==> config.mk <==
export PLATFORM = sky130hd
export DESIGN_NAME = go_back_n_arq_endpoint
export DESIGN_NICKNAME = d
export VERILOG_FILES = /design/src/hw/rtl/gbn_pkg.sv /design/src/hw/rtl/gbn_front.sv /design/src/hw/rtl/gbn_back.sv /design/src/hw/rtl/gbn_rq.sv /design/src/hw/rtl/go_back_n_arq_endpoint.sv
export SDC_FILE = /design/constraint.sdc
export NUM_CORES = 2
export LEC_CHECK = 0
export ABC_AREA = 1
export ABC_CLOCK_PERIOD_IN_PS = 10000
export BUFFER_PORTS_ARGS = -buffer_cell sky130_fd_sc_hd__buf_2
export CAP_MARGIN = 20
export CORE_MARGIN = 2
export CORE_UTILIZATION = 26
export CTS_CLUSTER_SIZE = 12
export DETAILED_ROUTE_END_ITERATION = 12
export HOLD_SLACK_MARGIN = 0.1
export SETUP_SLACK_MARGIN = 0.02
export SLEW_MARGIN = 20
export SYNTH_ARGS = -nofsm -noshare
export SYNTH_HDL_FRONTEND = slang
export SYNTH_SLANG_ARGS = --single-unit
==> constraint.sdc <==
create_clock -name clk -period 10 [get_ports clk]
set_input_delay 1 -clock clk [delete_from_list [all_inputs] [get_ports clk]]
set_output_delay 1 -clock clk [all_outputs]
set_load 0.02 [all_outputs]
==> src/hw/rtl/gbn_pkg.sv <==
`default_nettype none

package gbn_pkg;

	// Input word as seen on the push side
	typedef struct packed {
		logic [1:0]  opcode;
		logic [3:0]  seq_in;
		logic [63:0] payload_in;
	} item_t;

	// Result word as seen on the pop side
	typedef struct packed {
		logic [2:0]  kind;
		logic [3:0]  seq_out;
		logic [63:0] payload_out;
		logic        last;
	} result_t;

	// Classified command handed from the front queue to the engine
	typedef struct packed {
		logic [1:0]  op;
		logic [3:0]  seq;
		logic        seq_ok;
		logic [63:0] payload;
	} cmd_t;

	// Configuration registers
	typedef struct packed {
		logic [3:0]  window_size;
		logic [15:0] timeout_ticks;
	} cfg_t;

	// Event codes
	localparam logic [1:0] OP_SEND = 2'd0;
	localparam logic [1:0] OP_ACK  = 2'd1;
	localparam logic [1:0] OP_DATA = 2'd2;
	localparam logic [1:0] OP_TICK = 2'd3;

	// Result codes
	localparam logic [2:0] KIND_IDLE    = 3'd0;
	localparam logic [2:0] KIND_DATA    = 3'd1;
	localparam logic [2:0] KIND_ACK     = 3'd2;
	localparam logic [2:0] KIND_DELIVER = 3'd3;
	localparam logic [2:0] KIND_FULL    = 3'd4;

	// Register indexes
	localparam logic [1:0] REG_WINDOW_SIZE   = 2'd0;
	localparam logic [1:0] REG_TIMEOUT_TICKS = 2'd1;

	// Reset values
	localparam logic [3:0]  WINDOW_RESET    = 4'd14;
	localparam logic [15:0] TIMEOUT_RESET   = 16'd1000;
	localparam logic [3:0]  LAST_GOOD_RESET = 4'hF;

endpackage

`default_nettype wire

==> src/hw/rtl/gbn_front.sv <==
`default_nettype none

module gbn_front #(
	parameter int SEQ_SPACE    = 16,
	parameter int PAYLOAD_BITS = 64
) (
	input  wire logic           clk,
	input  wire logic           arst_n,
	input  wire logic           push,
	output logic                full,
	input  wire gbn_pkg::item_t item,
	output logic                cmd_valid,
	input  wire logic           cmd_pop,
	output gbn_pkg::cmd_t       cmd
);

	localparam int SW = $clog2(SEQ_SPACE);
	localparam int XW = ((SW > 4) ? SW : 4) + 1;
	localparam logic [63:0] PAY_MASK = {64{1'b1}} >> (64 - PAYLOAD_BITS);

	gbn_pkg::cmd_t ent_q [2];
	gbn_pkg::cmd_t cls;
	logic [1:0]    cnt_q;
	logic          wp_q;
	logic          rp_q;
	logic          wr_en;
	logic          rd_en;

	// Classify the incoming word: mask payload, flag sequence numbers in range
	always_comb begin
		cls.op      = item.opcode;
		cls.seq     = item.seq_in;
		cls.seq_ok  = XW'(item.seq_in) < XW'(SEQ_SPACE);
		cls.payload = item.payload_in & PAY_MASK;
	end

	assign full      = (cnt_q == 2'd2);
	assign cmd_valid = (cnt_q != 2'd0);
	assign cmd       = ent_q[rp_q];
	assign wr_en     = push && !full;
	assign rd_en     = cmd_pop && cmd_valid;

	// Hold classified words
	always_ff @(posedge clk) begin
		if (wr_en) begin
			ent_q[wp_q] <= cls;
		end
	end

	// Advance pointers and count
	always_ff @(posedge clk or negedge arst_n) begin
		if (!arst_n) begin
			cnt_q <= 2'd0;
			wp_q  <= 1'b0;
			rp_q  <= 1'b0;
		end else begin
			if (wr_en) begin
				wp_q <= ~wp_q;
			end
			if (rd_en) begin
				rp_q <= ~rp_q;
			end
			if (wr_en && !rd_en) begin
				cnt_q <= cnt_q + 2'd1;
			end else if (rd_en && !wr_en) begin
				cnt_q <= cnt_q - 2'd1;
			end
		end
	end

endmodule

`default_nettype wire

==> src/hw/rtl/gbn_back.sv <==
`default_nettype none

module gbn_back #(
	parameter int SEQ_SPACE    = 16,
	parameter int PAYLOAD_BITS = 64
) (
	input  wire logic          clk,
	input  wire logic          arst_n,
	input  wire gbn_pkg::cfg_t cfg,
	input  wire logic          cmd_valid,
	input  wire gbn_pkg::cmd_t cmd,
	output logic               cmd_pop,
	output logic               res_valid,
	input  wire logic          res_ready,
	output gbn_pkg::result_t   res
);

	localparam int SW = $clog2(SEQ_SPACE);
	localparam int XW = ((SW > 4) ? SW : 4) + 1;

	localparam logic [2:0] ST_IDLE = 3'd0;
	localparam logic [2:0] ST_DACK = 3'd1;
	localparam logic [2:0] ST_TCHK = 3'd2;
	localparam logic [2:0] ST_RSEM = 3'd3;
	localparam logic [2:0] ST_RSRD = 3'd4;

	logic [2:0]    state_q;
	logic [SW-1:0] base_q;
	logic [SW-1:0] next_q;
	logic [SW-1:0] inflt_q;
	logic [SW-1:0] expect_q;
	logic [3:0]    last_good_q;
	logic          timer_q;
	logic [31:0]   tick_q;
	logic [SW-1:0] slot_q;
	logic [SW-1:0] idx_q;
	logic [3:0]    dseq_q;

	logic [PAYLOAD_BITS-1:0] frame_mem [SEQ_SPACE];
	logic [31:0]             sent_mem [SEQ_SPACE];
	logic [PAYLOAD_BITS-1:0] frame_rd_q;
	logic [31:0]             sent_rd_q;

	logic [XW-1:0] win_x;
	logic [XW-1:0] lim_x;
	logic          can_send;
	logic [SW-1:0] seq_s;
	logic [SW:0]   off_w;
	logic [SW-1:0] off;
	logic [SW:0]   sum_w;
	logic [SW-1:0] base_new;
	logic          ack_hit;
	logic          good_data;
	logic [31:0]   age;
	logic          timed_out;
	logic          rs_last;
	logic          frame_we;
	logic          sent_we;
	logic [SW-1:0] sent_wa;

	function automatic logic [SW-1:0] inc_mod(input logic [SW-1:0] v);
		inc_mod = (v == SW'(SEQ_SPACE - 1)) ? '0 : v + SW'(1);
	endfunction

	// Window check against the effective window
	always_comb begin
		win_x    = XW'(cfg.window_size);
		lim_x    = XW'(SEQ_SPACE - 1);
		can_send = XW'(inflt_q) < ((win_x < lim_x) ? win_x : lim_x);
	end

	// Cumulative ack: distance from base and new base
	always_comb begin
		seq_s = SW'(cmd.seq);
		if (seq_s >= base_q) begin
			off_w = (SW+1)'(seq_s) - (SW+1)'(base_q);
		end else begin
			off_w = (SW+1)'(seq_s) + (SW+1)'(SEQ_SPACE) - (SW+1)'(base_q);
		end
		off   = SW'(off_w);
		sum_w = (SW+1)'(base_q) + (SW+1)'(off) + (SW+1)'(1);
		if (sum_w >= (SW+1)'(SEQ_SPACE)) begin
			base_new = SW'(sum_w - (SW+1)'(SEQ_SPACE));
		end else begin
			base_new = SW'(sum_w);
		end
		ack_hit = cmd.seq_ok && (off < inflt_q);
	end

	assign good_data = (XW'(cmd.seq) == XW'(expect_q));
	assign age       = tick_q - sent_rd_q;
	assign timed_out = timer_q && (inflt_q != '0) && (age > 32'(cfg.timeout_ticks));
	assign rs_last   = ((idx_q + SW'(1)) == inflt_q);

	// Result word and command pop
	always_comb begin
		res_valid = 1'b0;
		res       = '0;
		cmd_pop   = 1'b0;
		case (state_q)
			ST_IDLE: begin
				if (cmd_valid) begin
					case (cmd.op)
						gbn_pkg::OP_SEND: begin
							res_valid = 1'b1;
							res.last  = 1'b1;
							if (can_send) begin
								res.kind        = gbn_pkg::KIND_DATA;
								res.seq_out     = 4'(next_q);
								res.payload_out = cmd.payload;
							end else begin
								res.kind = gbn_pkg::KIND_FULL;
							end
							cmd_pop = res_ready;
						end
						gbn_pkg::OP_ACK: begin
							res_valid = 1'b1;
							res.kind  = gbn_pkg::KIND_IDLE;
							res.last  = 1'b1;
							cmd_pop   = res_ready;
						end
						gbn_pkg::OP_DATA: begin
							res_valid = 1'b1;
							if (good_data) begin
								res.kind        = gbn_pkg::KIND_DELIVER;
								res.seq_out     = cmd.seq;
								res.payload_out = cmd.payload;
							end else begin
								res.kind    = gbn_pkg::KIND_ACK;
								res.seq_out = last_good_q;
								res.last    = 1'b1;
							end
							cmd_pop = res_ready;
						end
						gbn_pkg::OP_TICK: begin
							cmd_pop = 1'b1;
						end
						default: ;
					endcase
				end
			end
			ST_DACK: begin
				res_valid   = 1'b1;
				res.kind    = gbn_pkg::KIND_ACK;
				res.seq_out = dseq_q;
				res.last    = 1'b1;
			end
			ST_TCHK: begin
				if (!timed_out) begin
					res_valid = 1'b1;
					res.kind  = gbn_pkg::KIND_IDLE;
					res.last  = 1'b1;
				end
			end
			ST_RSEM: begin
				res_valid       = 1'b1;
				res.kind        = gbn_pkg::KIND_DATA;
				res.seq_out     = 4'(slot_q);
				res.payload_out = 64'(frame_rd_q);
				res.last        = rs_last;
			end
			default: ;
		endcase
	end

	// Store and stamp writes
	always_comb begin
		frame_we = (state_q == ST_IDLE) && cmd_pop && (cmd.op == gbn_pkg::OP_SEND) && can_send;
		sent_we  = frame_we || ((state_q == ST_RSEM) && res_ready);
		sent_wa  = (state_q == ST_RSEM) ? slot_q : next_q;
	end

	// Frame store and send stamps, registered reads
	always_ff @(posedge clk) begin
		if (frame_we) begin
			frame_mem[next_q] <= cmd.payload[PAYLOAD_BITS-1:0];
		end
		if (sent_we) begin
			sent_mem[sent_wa] <= tick_q;
		end
		frame_rd_q <= frame_mem[slot_q];
		sent_rd_q  <= sent_mem[base_q];
	end

	// Sender and receiver state
	always_ff @(posedge clk or negedge arst_n) begin
		if (!arst_n) begin
			state_q     <= ST_IDLE;
			base_q      <= '0;
			next_q      <= '0;
			inflt_q     <= '0;
			expect_q    <= '0;
			last_good_q <= gbn_pkg::LAST_GOOD_RESET;
			timer_q     <= 1'b0;
			tick_q      <= '0;
			slot_q      <= '0;
			idx_q       <= '0;
			dseq_q      <= '0;
		end else begin
			case (state_q)
				ST_IDLE: begin
					if (cmd_pop) begin
						case (cmd.op)
							gbn_pkg::OP_SEND: begin
								if (can_send) begin
									next_q  <= inc_mod(next_q);
									inflt_q <= inflt_q + SW'(1);
									if (inflt_q == '0) begin
										timer_q <= 1'b1;
									end
								end
							end
							gbn_pkg::OP_ACK: begin
								if (ack_hit) begin
									base_q  <= base_new;
									inflt_q <= inflt_q - off - SW'(1);
									if (inflt_q == off + SW'(1)) begin
										timer_q <= 1'b0;
									end
								end
							end
							gbn_pkg::OP_DATA: begin
								if (good_data) begin
									dseq_q  <= cmd.seq;
									state_q <= ST_DACK;
								end
							end
							gbn_pkg::OP_TICK: begin
								tick_q  <= tick_q + 32'd1;
								slot_q  <= base_q;
								idx_q   <= '0;
								state_q <= ST_TCHK;
							end
							default: ;
						endcase
					end
				end
				ST_DACK: begin
					if (res_ready) begin
						last_good_q <= dseq_q;
						expect_q    <= inc_mod(expect_q);
						state_q     <= ST_IDLE;
					end
				end
				ST_TCHK: begin
					if (timed_out) begin
						state_q <= ST_RSEM;
					end else if (res_ready) begin
						state_q <= ST_IDLE;
					end
				end
				ST_RSEM: begin
					if (res_ready) begin
						slot_q  <= inc_mod(slot_q);
						idx_q   <= idx_q + SW'(1);
						state_q <= rs_last ? ST_IDLE : ST_RSRD;
					end
				end
				ST_RSRD: begin
					state_q <= ST_RSEM;
				end
				default: begin
					state_q <= ST_IDLE;
				end
			endcase
		end
	end

endmodule

`default_nettype wire

==> src/hw/rtl/gbn_rq.sv <==
`default_nettype none

module gbn_rq (
	input  wire logic             clk,
	input  wire logic             arst_n,
	input  wire logic             in_valid,
	output logic                  in_ready,
	input  wire gbn_pkg::result_t in_res,
	output logic                  empty,
	input  wire logic             pop,
	output gbn_pkg::result_t      result
);

	gbn_pkg::result_t ent_q [2];
	logic [1:0]       cnt_q;
	logic             wp_q;
	logic             rp_q;
	logic             wr_en;
	logic             rd_en;

	assign in_ready = (cnt_q != 2'd2);
	assign empty    = (cnt_q == 2'd0);
	assign result   = ent_q[rp_q];
	assign wr_en    = in_valid && in_ready;
	assign rd_en    = pop && !empty;

	// Hold result words
	always_ff @(posedge clk) begin
		if (wr_en) begin
			ent_q[wp_q] <= in_res;
		end
	end

	// Advance pointers and count
	always_ff @(posedge clk or negedge arst_n) begin
		if (!arst_n) begin
			cnt_q <= 2'd0;
			wp_q  <= 1'b0;
			rp_q  <= 1'b0;
		end else begin
			if (wr_en) begin
				wp_q <= ~wp_q;
			end
			if (rd_en) begin
				rp_q <= ~rp_q;
			end
			if (wr_en && !rd_en) begin
				cnt_q <= cnt_q + 2'd1;
			end else if (rd_en && !wr_en) begin
				cnt_q <= cnt_q - 2'd1;
			end
		end
	end

endmodule

`default_nettype wire

==> src/hw/rtl/go_back_n_arq_endpoint.sv <==
// Go-Back-N endpoint: sender window and in-order receiver in one block.
// Input queue: write an event word (send, ack received, data received, tick)
// with push while full is low. Result queue: while empty is low the oldest
// result word sits on result; pop takes it. Every event gives one or more
// results, the final one with last set.
// Config: cfg_valid/cfg_ready write window_size (index 0) or timeout_ticks
// (index 1); cfg_ready is always high. Write only while the block is idle.
// Flow: a pushed word is registered in the input queue before the engine
// sees it. Sends, acks and out-of-order data are answered from the idle
// state; in-order data gives a deliver, then an ack; a tick passes a check
// state, as the base frame's send stamp comes from a registered memory port.
// A timeout resend emits each frame in flight, with a read state between
// frames for the registered frame store read; input waits in the two-word input queue.
// Reset clears the window, the receiver state and both queues; the frame
// store and stamps are not cleared, and only in-flight entries are used.
// When the receiver stops popping, the two-word result queue fills, the
// engine holds, and full rises once the input queue backs up.
`default_nettype none

module go_back_n_arq_endpoint #(
	parameter int SEQ_SPACE    = 16,
	parameter int PAYLOAD_BITS = 64
) (
	input  wire logic             clk,
	input  wire logic             arst_n,
	input  wire logic             push,
	output logic                  full,
	input  wire gbn_pkg::item_t   item,
	output logic                  empty,
	input  wire logic             pop,
	output gbn_pkg::result_t      result,
	input  wire logic             cfg_valid,
	output logic                  cfg_ready,
	input  wire logic [1:0]       cfg_index,
	input  wire logic [15:0]      cfg_data
);

	gbn_pkg::cfg_t    cfg_q;
	logic             cmd_valid;
	logic             cmd_pop;
	gbn_pkg::cmd_t    cmd;
	logic             res_valid;
	logic             res_ready;
	gbn_pkg::result_t res;

	assign cfg_ready = 1'b1;

	// Configuration registers
	always_ff @(posedge clk or negedge arst_n) begin
		if (!arst_n) begin
			cfg_q.window_size   <= gbn_pkg::WINDOW_RESET;
			cfg_q.timeout_ticks <= gbn_pkg::TIMEOUT_RESET;
		end else if (cfg_valid && cfg_ready) begin
			case (cfg_index)
				gbn_pkg::REG_WINDOW_SIZE:   cfg_q.window_size   <= cfg_data[3:0];
				gbn_pkg::REG_TIMEOUT_TICKS: cfg_q.timeout_ticks <= cfg_data;
				default: ;
			endcase
		end
	end

	gbn_front #(
		.SEQ_SPACE    (SEQ_SPACE),
		.PAYLOAD_BITS (PAYLOAD_BITS)
	) u_front (
		.clk       (clk),
		.arst_n    (arst_n),
		.push      (push),
		.full      (full),
		.item      (item),
		.cmd_valid (cmd_valid),
		.cmd_pop   (cmd_pop),
		.cmd       (cmd)
	);

	gbn_back #(
		.SEQ_SPACE    (SEQ_SPACE),
		.PAYLOAD_BITS (PAYLOAD_BITS)
	) u_back (
		.clk       (clk),
		.arst_n    (arst_n),
		.cfg       (cfg_q),
		.cmd_valid (cmd_valid),
		.cmd       (cmd),
		.cmd_pop   (cmd_pop),
		.res_valid (res_valid),
		.res_ready (res_ready),
		.res       (res)
	);

	gbn_rq u_rq (
		.clk      (clk),
		.arst_n   (arst_n),
		.in_valid (res_valid),
		.in_ready (res_ready),
		.in_res   (res),
		.empty    (empty),
		.pop      (pop),
		.result   (result)
	);

endmodule

`default_nettype wire
Word level (Yosys, flattened, before mapping)
Memories as Yosys holds them, arrays and structs flattened. A register that Yosys moved wholly into a read port is not among the register bits.
Cells that the tools add are included.
{ "op_classes": {"add_sub_neg": 20, "order_cmp": 6, "n_eq_ne": 25, "mux": 63, "n_bitwise": 4, "n_reduce_logical": 47} }
{ "op_table": {"columns": ["op", "n"], "rows": [
  ["case mux 68 bit (2 select lines)", 1],
  ["case mux 64 bit (2 select lines)", 1],
  ["two-way mux 72 bit", 1],
  ["two-way mux 68 bit", 1],
  ["two-way mux 64 bit", 1],
  ["two-way mux 4 bit", 15],
  ["adder 32 x 1 -> 32 bit, second input constant", 1],
  ["greater-than comparator 32 x 16 -> 1 bit", 1],
  ["subtractor 32 bit", 1],
  ["adder 4 x 1 -> 4 bit, second input constant", 7],
  ["case mux 4 bit (2 select lines)", 3],
  ["two-way mux 3 bit", 7],
  ["AND reduction 4 bit", 5],
  ["two-way mux 1 bit", 18],
  ["case mux 3 bit (5 select lines)", 1],
  ["logical AND 1 bit", 14],
  ["equality test 4 bit", 3],
  ["equality test 4 bit, second input constant", 3],
  ["case mux 3 bit (2 select lines)", 2],
  ["case mux 4 bit (3 select lines)", 1],
  ["subtractor 4 bit", 3],
  ["inequality test 2 x 1 -> 1 bit, second input constant", 5],
  ["nonzero test 2 bit", 5],
  ["case mux 3 bit (3 select lines)", 1],
  ["other kinds (37)", 64]
]} }
{ "totals": {"ff_bits": 96, "ram_bits": 1820, "input_bits": 93, "output_inout_bits": 75, "word_cells": 188, "memories": 4} }
{ "mem_list": {"columns": ["name", "depth", "width", "read_ports", "rd_clocked_by_memory_dff", "write_ports", "line_no", "rtl"], "rows": [
  ["u_back.frame_mem", 16, 64, 1, 1, 1, "gbn_back.sv:39", "logic [PAYLOAD_BITS-1:0] frame_mem [SEQ_SPACE];"],
  ["u_back.sent_mem", 16, 32, 1, 1, 1, "gbn_back.sv:40", "logic [31:0] sent_mem [SEQ_SPACE];"],
  ["u_rq.ent_q", 2, 72, 1, 0, 1, "gbn_rq.sv:14", "gbn_pkg::result_t ent_q [2];"],
  ["u_front.ent_q", 2, 70, 1, 0, 1, "gbn_front.sv:21", "gbn_pkg::cmd_t ent_q [2];"]
]} }

Depth between registers and ports, before layout
An unclocked memory read counts as a cell.
{ "logic_depth": {"ltp_word": 12, "depth_mapped": 33, "mapped_depth_nobuf": 33} }

By module
From an unflattened synthesis, not the netlist that was laid out.
{ "hier_totals": {"hier_cells": 6322, "hier_area_um2": 80604.8} }
{ "modules_own_cells": {"columns": ["module", "instances", "cells_each", "area_per_inst_um2", "seq_area_each_um2"], "rows": [
  ["gbn_back", 1, 5427, 68874.8, 49752.7],
  ["gbn_rq", 1, 404, 5504.0, 4424.2],
  ["gbn_front", 1, 399, 5362.6, 4304.1],
  ["go_back_n_arq_endpoint", 1, 92, 863.3, 511.7]
]} }

Worst setup path after synthesis
No wires, ideal clock.
{ "synth_path": {"path_kind": "reg2reg", "startpoint": "reg cfg_q[18] (netlist name)", "endpoint": "mem u_back.frame_mem[7][0], enable pin", "setup_time_ps": 564, "arrival_time_ps": 6191, "required_ps": 9436, "slack_ps": 3244, "stages_incl_launch_ff": 11, "path_buffers": 0, "synth_period_minus_slack_ps": 6756, "cell_sequence": "dfstp_2 -> inv_1 -> ha_1 -> a21o_1 -> a21oi_1 -> nand2_1 -> nor3_1 -> inv_1 -> nor2_2 -> nand2_1 -> nor3_1"} }
{ "synth_via": {"elab_chain_len": 6} }
{ "synth_lines": {"columns": ["item", "line_no", "rtl"], "rows": [
  ["from (decl)", "go_back_n_arq_endpoint.sv:38", "gbn_pkg::cfg_t cfg_q;"],
  ["less-than comparator 4 bit", "gbn_back.sv:69", "can_send = XW'(inflt_q) < ((win_x < lim_x) ? win_x : lim_x);"],
  ["two-way mux 4 bit *", "gbn_back.sv:69", null],
  ["less-than comparator 4 x 5 -> 1 bit *", "gbn_back.sv:69", null],
  ["logical AND 1 bit *", "gbn_back.sv:168", "frame_we = (state_q == ST_IDLE) && cmd_pop && (cmd.op == gbn_pkg::OP_SEND) && can_send;"],
  ["two-way mux 1 bit *", "gbn_back.sv:175", "if (frame_we) begin"],
  ["two-way mux 1 bit (not written as such) *", "gbn_back.sv:176", "frame_mem[next_q] <= cmd.payload[PAYLOAD_BITS-1:0];"],
  ["to (decl)", "gbn_back.sv:39", null]
]} }
Mark *: on every way between the ends. The rest lies on a longest branch, timed or not.

Worst setup path in the final report
{ "layout_path": {"startpoint": "reg u_back.tick_q[0]", "endpoint": "mem u_rq.ent_q[1][34] (netlist name), enable pin"} }
{ "layout_via": {"elab_chain_len": 8} }
{ "layout_lines": {"columns": ["item", "line_no", "rtl"], "rows": [
  ["from (decl)", "gbn_back.sv:34", "logic [31:0] tick_q;"],
  ["from (signal assigned)", "gbn_back.sv:229", "tick_q <= tick_q + 32'd1;"],
  ["subtractor 32 bit", "gbn_back.sv:91", "assign age = tick_q - sent_rd_q;"],
  ["greater-than comparator 32 x 16 -> 1 bit", "gbn_back.sv:92", "assign timed_out = timer_q && (inflt_q != '0) && (age > 32'(cfg.timeout_ticks));"],
  ["logical AND 1 bit", "gbn_back.sv:92", null],
  ["two-way mux 1 bit", "gbn_back.sv:149", "if (!timed_out) begin"],
  ["case mux 1 bit (3 select lines)", "gbn_back.sv:100", "case (state_q)"],
  ["logical AND 1 bit", "gbn_rq.sv:24", "assign wr_en = in_valid && in_ready;"],
  ["two-way mux 1 bit", "gbn_rq.sv:29", "if (wr_en) begin"],
  ["two-way mux 1 bit (not written as such)", "gbn_rq.sv:30", "ent_q[wp_q] <= in_res;"],
  ["to (decl)", "gbn_rq.sv:14", null]
]} }
No other way between the ends.

==> results.md <==
* Status: completed
* CTS buffer count at 204
* # setup viols final at 0
* Syn_nets at 6533
* Layout cells sized above 1 at 9.04%
* DP HPWL at 122000 um
* Gr usage total at 14.0%
* Post-CTS Setup Bufs at 0
* Drt first pass iters at 5
* Tmin final at 6030 ps
* Routability Congestion at 0.852
* Row count at 203
* Source of the worst register-to-register timing path: u_back.tick_q[0]
* Post-synth top area share at 68.4%
* Most common cell in the netlist: edfxtp_1
* Worst setup path end: u_rq.ent_q[1][34]
* Synth area leaders: edfxtp_1 68%, o21ai_0 5.0%, nand2_1 4.9%
* Cell Area, Placed at 85600 sq um
* Wire length per cell at 21.1 um
* Pre-CTS WS at 3810 ps
* Antenna violations before repair at 25
* Final setup margin at 3970 ps
* Yosys reg bits at 2012
* Antenna Nets Post-Route at 0
* Slew Viols, Final at 0
* Tightest Pin Transition at 1170 ps
* Hold_buf cts at 0
* Synth Area per Inst at 12.6 sq um
* Synth cell types at 52
* Max Cap Viol at 0
* Util after Layout at 30.0%
* Sequential area share after synthesis at 73.8%
* Crit path DAT at 6510 ps
* Vias per Instance at 4.82
* Largest net degree at the start of global routing at 189
* Worst path most repeated cell: nand2_1
* Fin cells at 10722
* Synthesized cell area at 79900 sq um
* Resized Gates After CTS at 0
* CP Class: register to register
* Critical Path Start: u_back.tick_q[0]
* Placed Instances at 10364
* Asr flop ratio synth at 4.77%
* Leak pwr at 32.0 nW
* Global-route wire length before repair at 332000 um
* Period utilization at 60.3%
* Setup crit start kind: register
* Crit path capture type: register
* IR drop worst, VDD at 0.183 mV
* Critical Path Fanout Max at 49
* Cell taking the most area after synthesis: edfxtp_1
* H-tree levels at 4
* R2r setup slk at 3970 ps
* Reg-to-Reg End: u_rq.ent_q[1][34]
* Final instance area at 91700 sq um
* Top post-synthesis cells by count: 1820 x edfxtp_1, 1037 x nand2_1, 802 x o21ai_0, 727 x nor2_1, 336 x inv_1
* Top FF cell, synth: edfxtp_1
* Total negative slack at 0 ps
* FF-to-FF path depth at 27
* # clock sinks at 2012
* Grt total ovfl at 0
* Fin nets at 6644
* Root buf cell: clkbuf_16
* Power density cells at 296 nW/um^2
* Max Clock Freq at 166 MHz
* CP peak stage delay at 720 ps
* Fin. Hold Viols at 0
* Cells after synthesis at 6360
* Hold Slack at 236 ps
* Final wirelength at 226000 um
* Die area at 312000 sq um
* Critical Path RT at 10480 ps
* Clock slew at reported path FFs at 60 ps
* RSZ-0062 raised after global routing: no
* Max transition margin at 21.1%
* Initial Util at 26.1%
* Core area at 306000 sq um
* Initial drt markers at 5383
* Total Power at 27.1 mW
* Number of synthesized flops with an enable pin at 1820
* Synthesis Warnings at 0
* Die height at 558 um
* Vias in the first global route at 50549
* CP max stage cell: buf_4
* Port Buf Inserts at 166
* Die W at 558 um
* Area grow syn2layout at 14.8%
* I/O Pins at 168
* DRC at 0
* Clock Latency Late Sink at 870 ps
* Vias at 51677
* Clock Path Buffers at 4
* Clock skew at 108 ps
* Worst hold path type: input port to asynchronous set/reset pin
* CTS tree: built
critical path: cells and delay by family (launching register included):
kind	cells	cell delay [ps]
buffers and inverters	3	1050
XOR/XNOR	1	100
AND/OR/NAND/NOR	20	2750
adder cells (fa/ha/maj)	3	950
flip-flops	1	660
flip-flops by register name, indices dropped and copies added (netlist names), 20 cells and up:
signal	count
u_back.frame_mem	1024
u_back.sent_mem	512
u_rq.ent_q	144
u_front.ent_q	140
u_back.frame_rd_q	64
u_back.sent_rd_q	32
u_back.tick_q	32
cfg_q	20
per-layer routing:
| metal | wire length (um) | up-vias | global-route usage [%] |
|---|---|---|---|
| met2 | 108000 | 2076 | 23.5 |
| met3 | 16200 | 360 | 2.07 |
| met1 | 96600 | 26046 | 19.0 |
| li1 | - | 23195 | - |
| met5 | 0 | - | 0 |
| met4 | 5120 | 0 | 3.36 |
placed cells by master, fill, tap and decap left out, drive strengths merged, types with 6 or more instances in the layout:
cell	instances
nor3	25
bufinv	7
buf	258
o22ai	158
dfstp	13
dfxtp	96
clkinv	9
ha	76
nor2	735
or2	6
inv	344
xnor2	24
a21oi	329
nand4	16
o21ai	808
dfrtp	83
a211oi	6
and2	7
o221ai	228
o211ai	35
nand2	1040
nand3	92
edfxtp	1820
clkbuf	332
xor2	44
cell type report:
cell class,instances,area [sq um]
clock inverters,21,315
diodes,4,10.0
inverters,343,1320
flip-flops and latches,2012,59000
fillers,30691,214000
clock buffers,332,5790
multi-input cells,3652,18600
well taps,4100,5130
repair buffers,258,1540
power by group:
part	switching (mW)	internal, mW
sequential	0.595	11.0
clock	3.11	4.10
combinational	6.18	2.14
total	9.88	17.2
cells by family (layout without fill, tap and decap cells):
logic type,count (synthesis),after routing,synth area share (%)
flops,2012,2012,73.8
simple gates,1928,1928,9.46
compound gates,1573,1573,11.4
buf+inv,696,954,3.29
fa+ha+maj,80,80,1.29
xor+xnor,68,68,0.745
mux,2,2,0.0282
other cells,1,5,0.00469
how the worst min path moves through the flow:
stage	slack (ps)	to	cells past startpoint	from
after CTS	210	cfg_q[15]	1	arst_n
after floorplan	440	u_rq.wp_q	2	u_rq.wp_q
final	240	cfg_q[0]	1	arst_n
after detailed placement	460	u_rq.wp_q	2	u_rq.wp_q
after global routing	250	cfg_q[0]	1	arst_n
after global placement	460	u_rq.wp_q	2	u_rq.wp_q
Power figures use the tool's default switching activity.
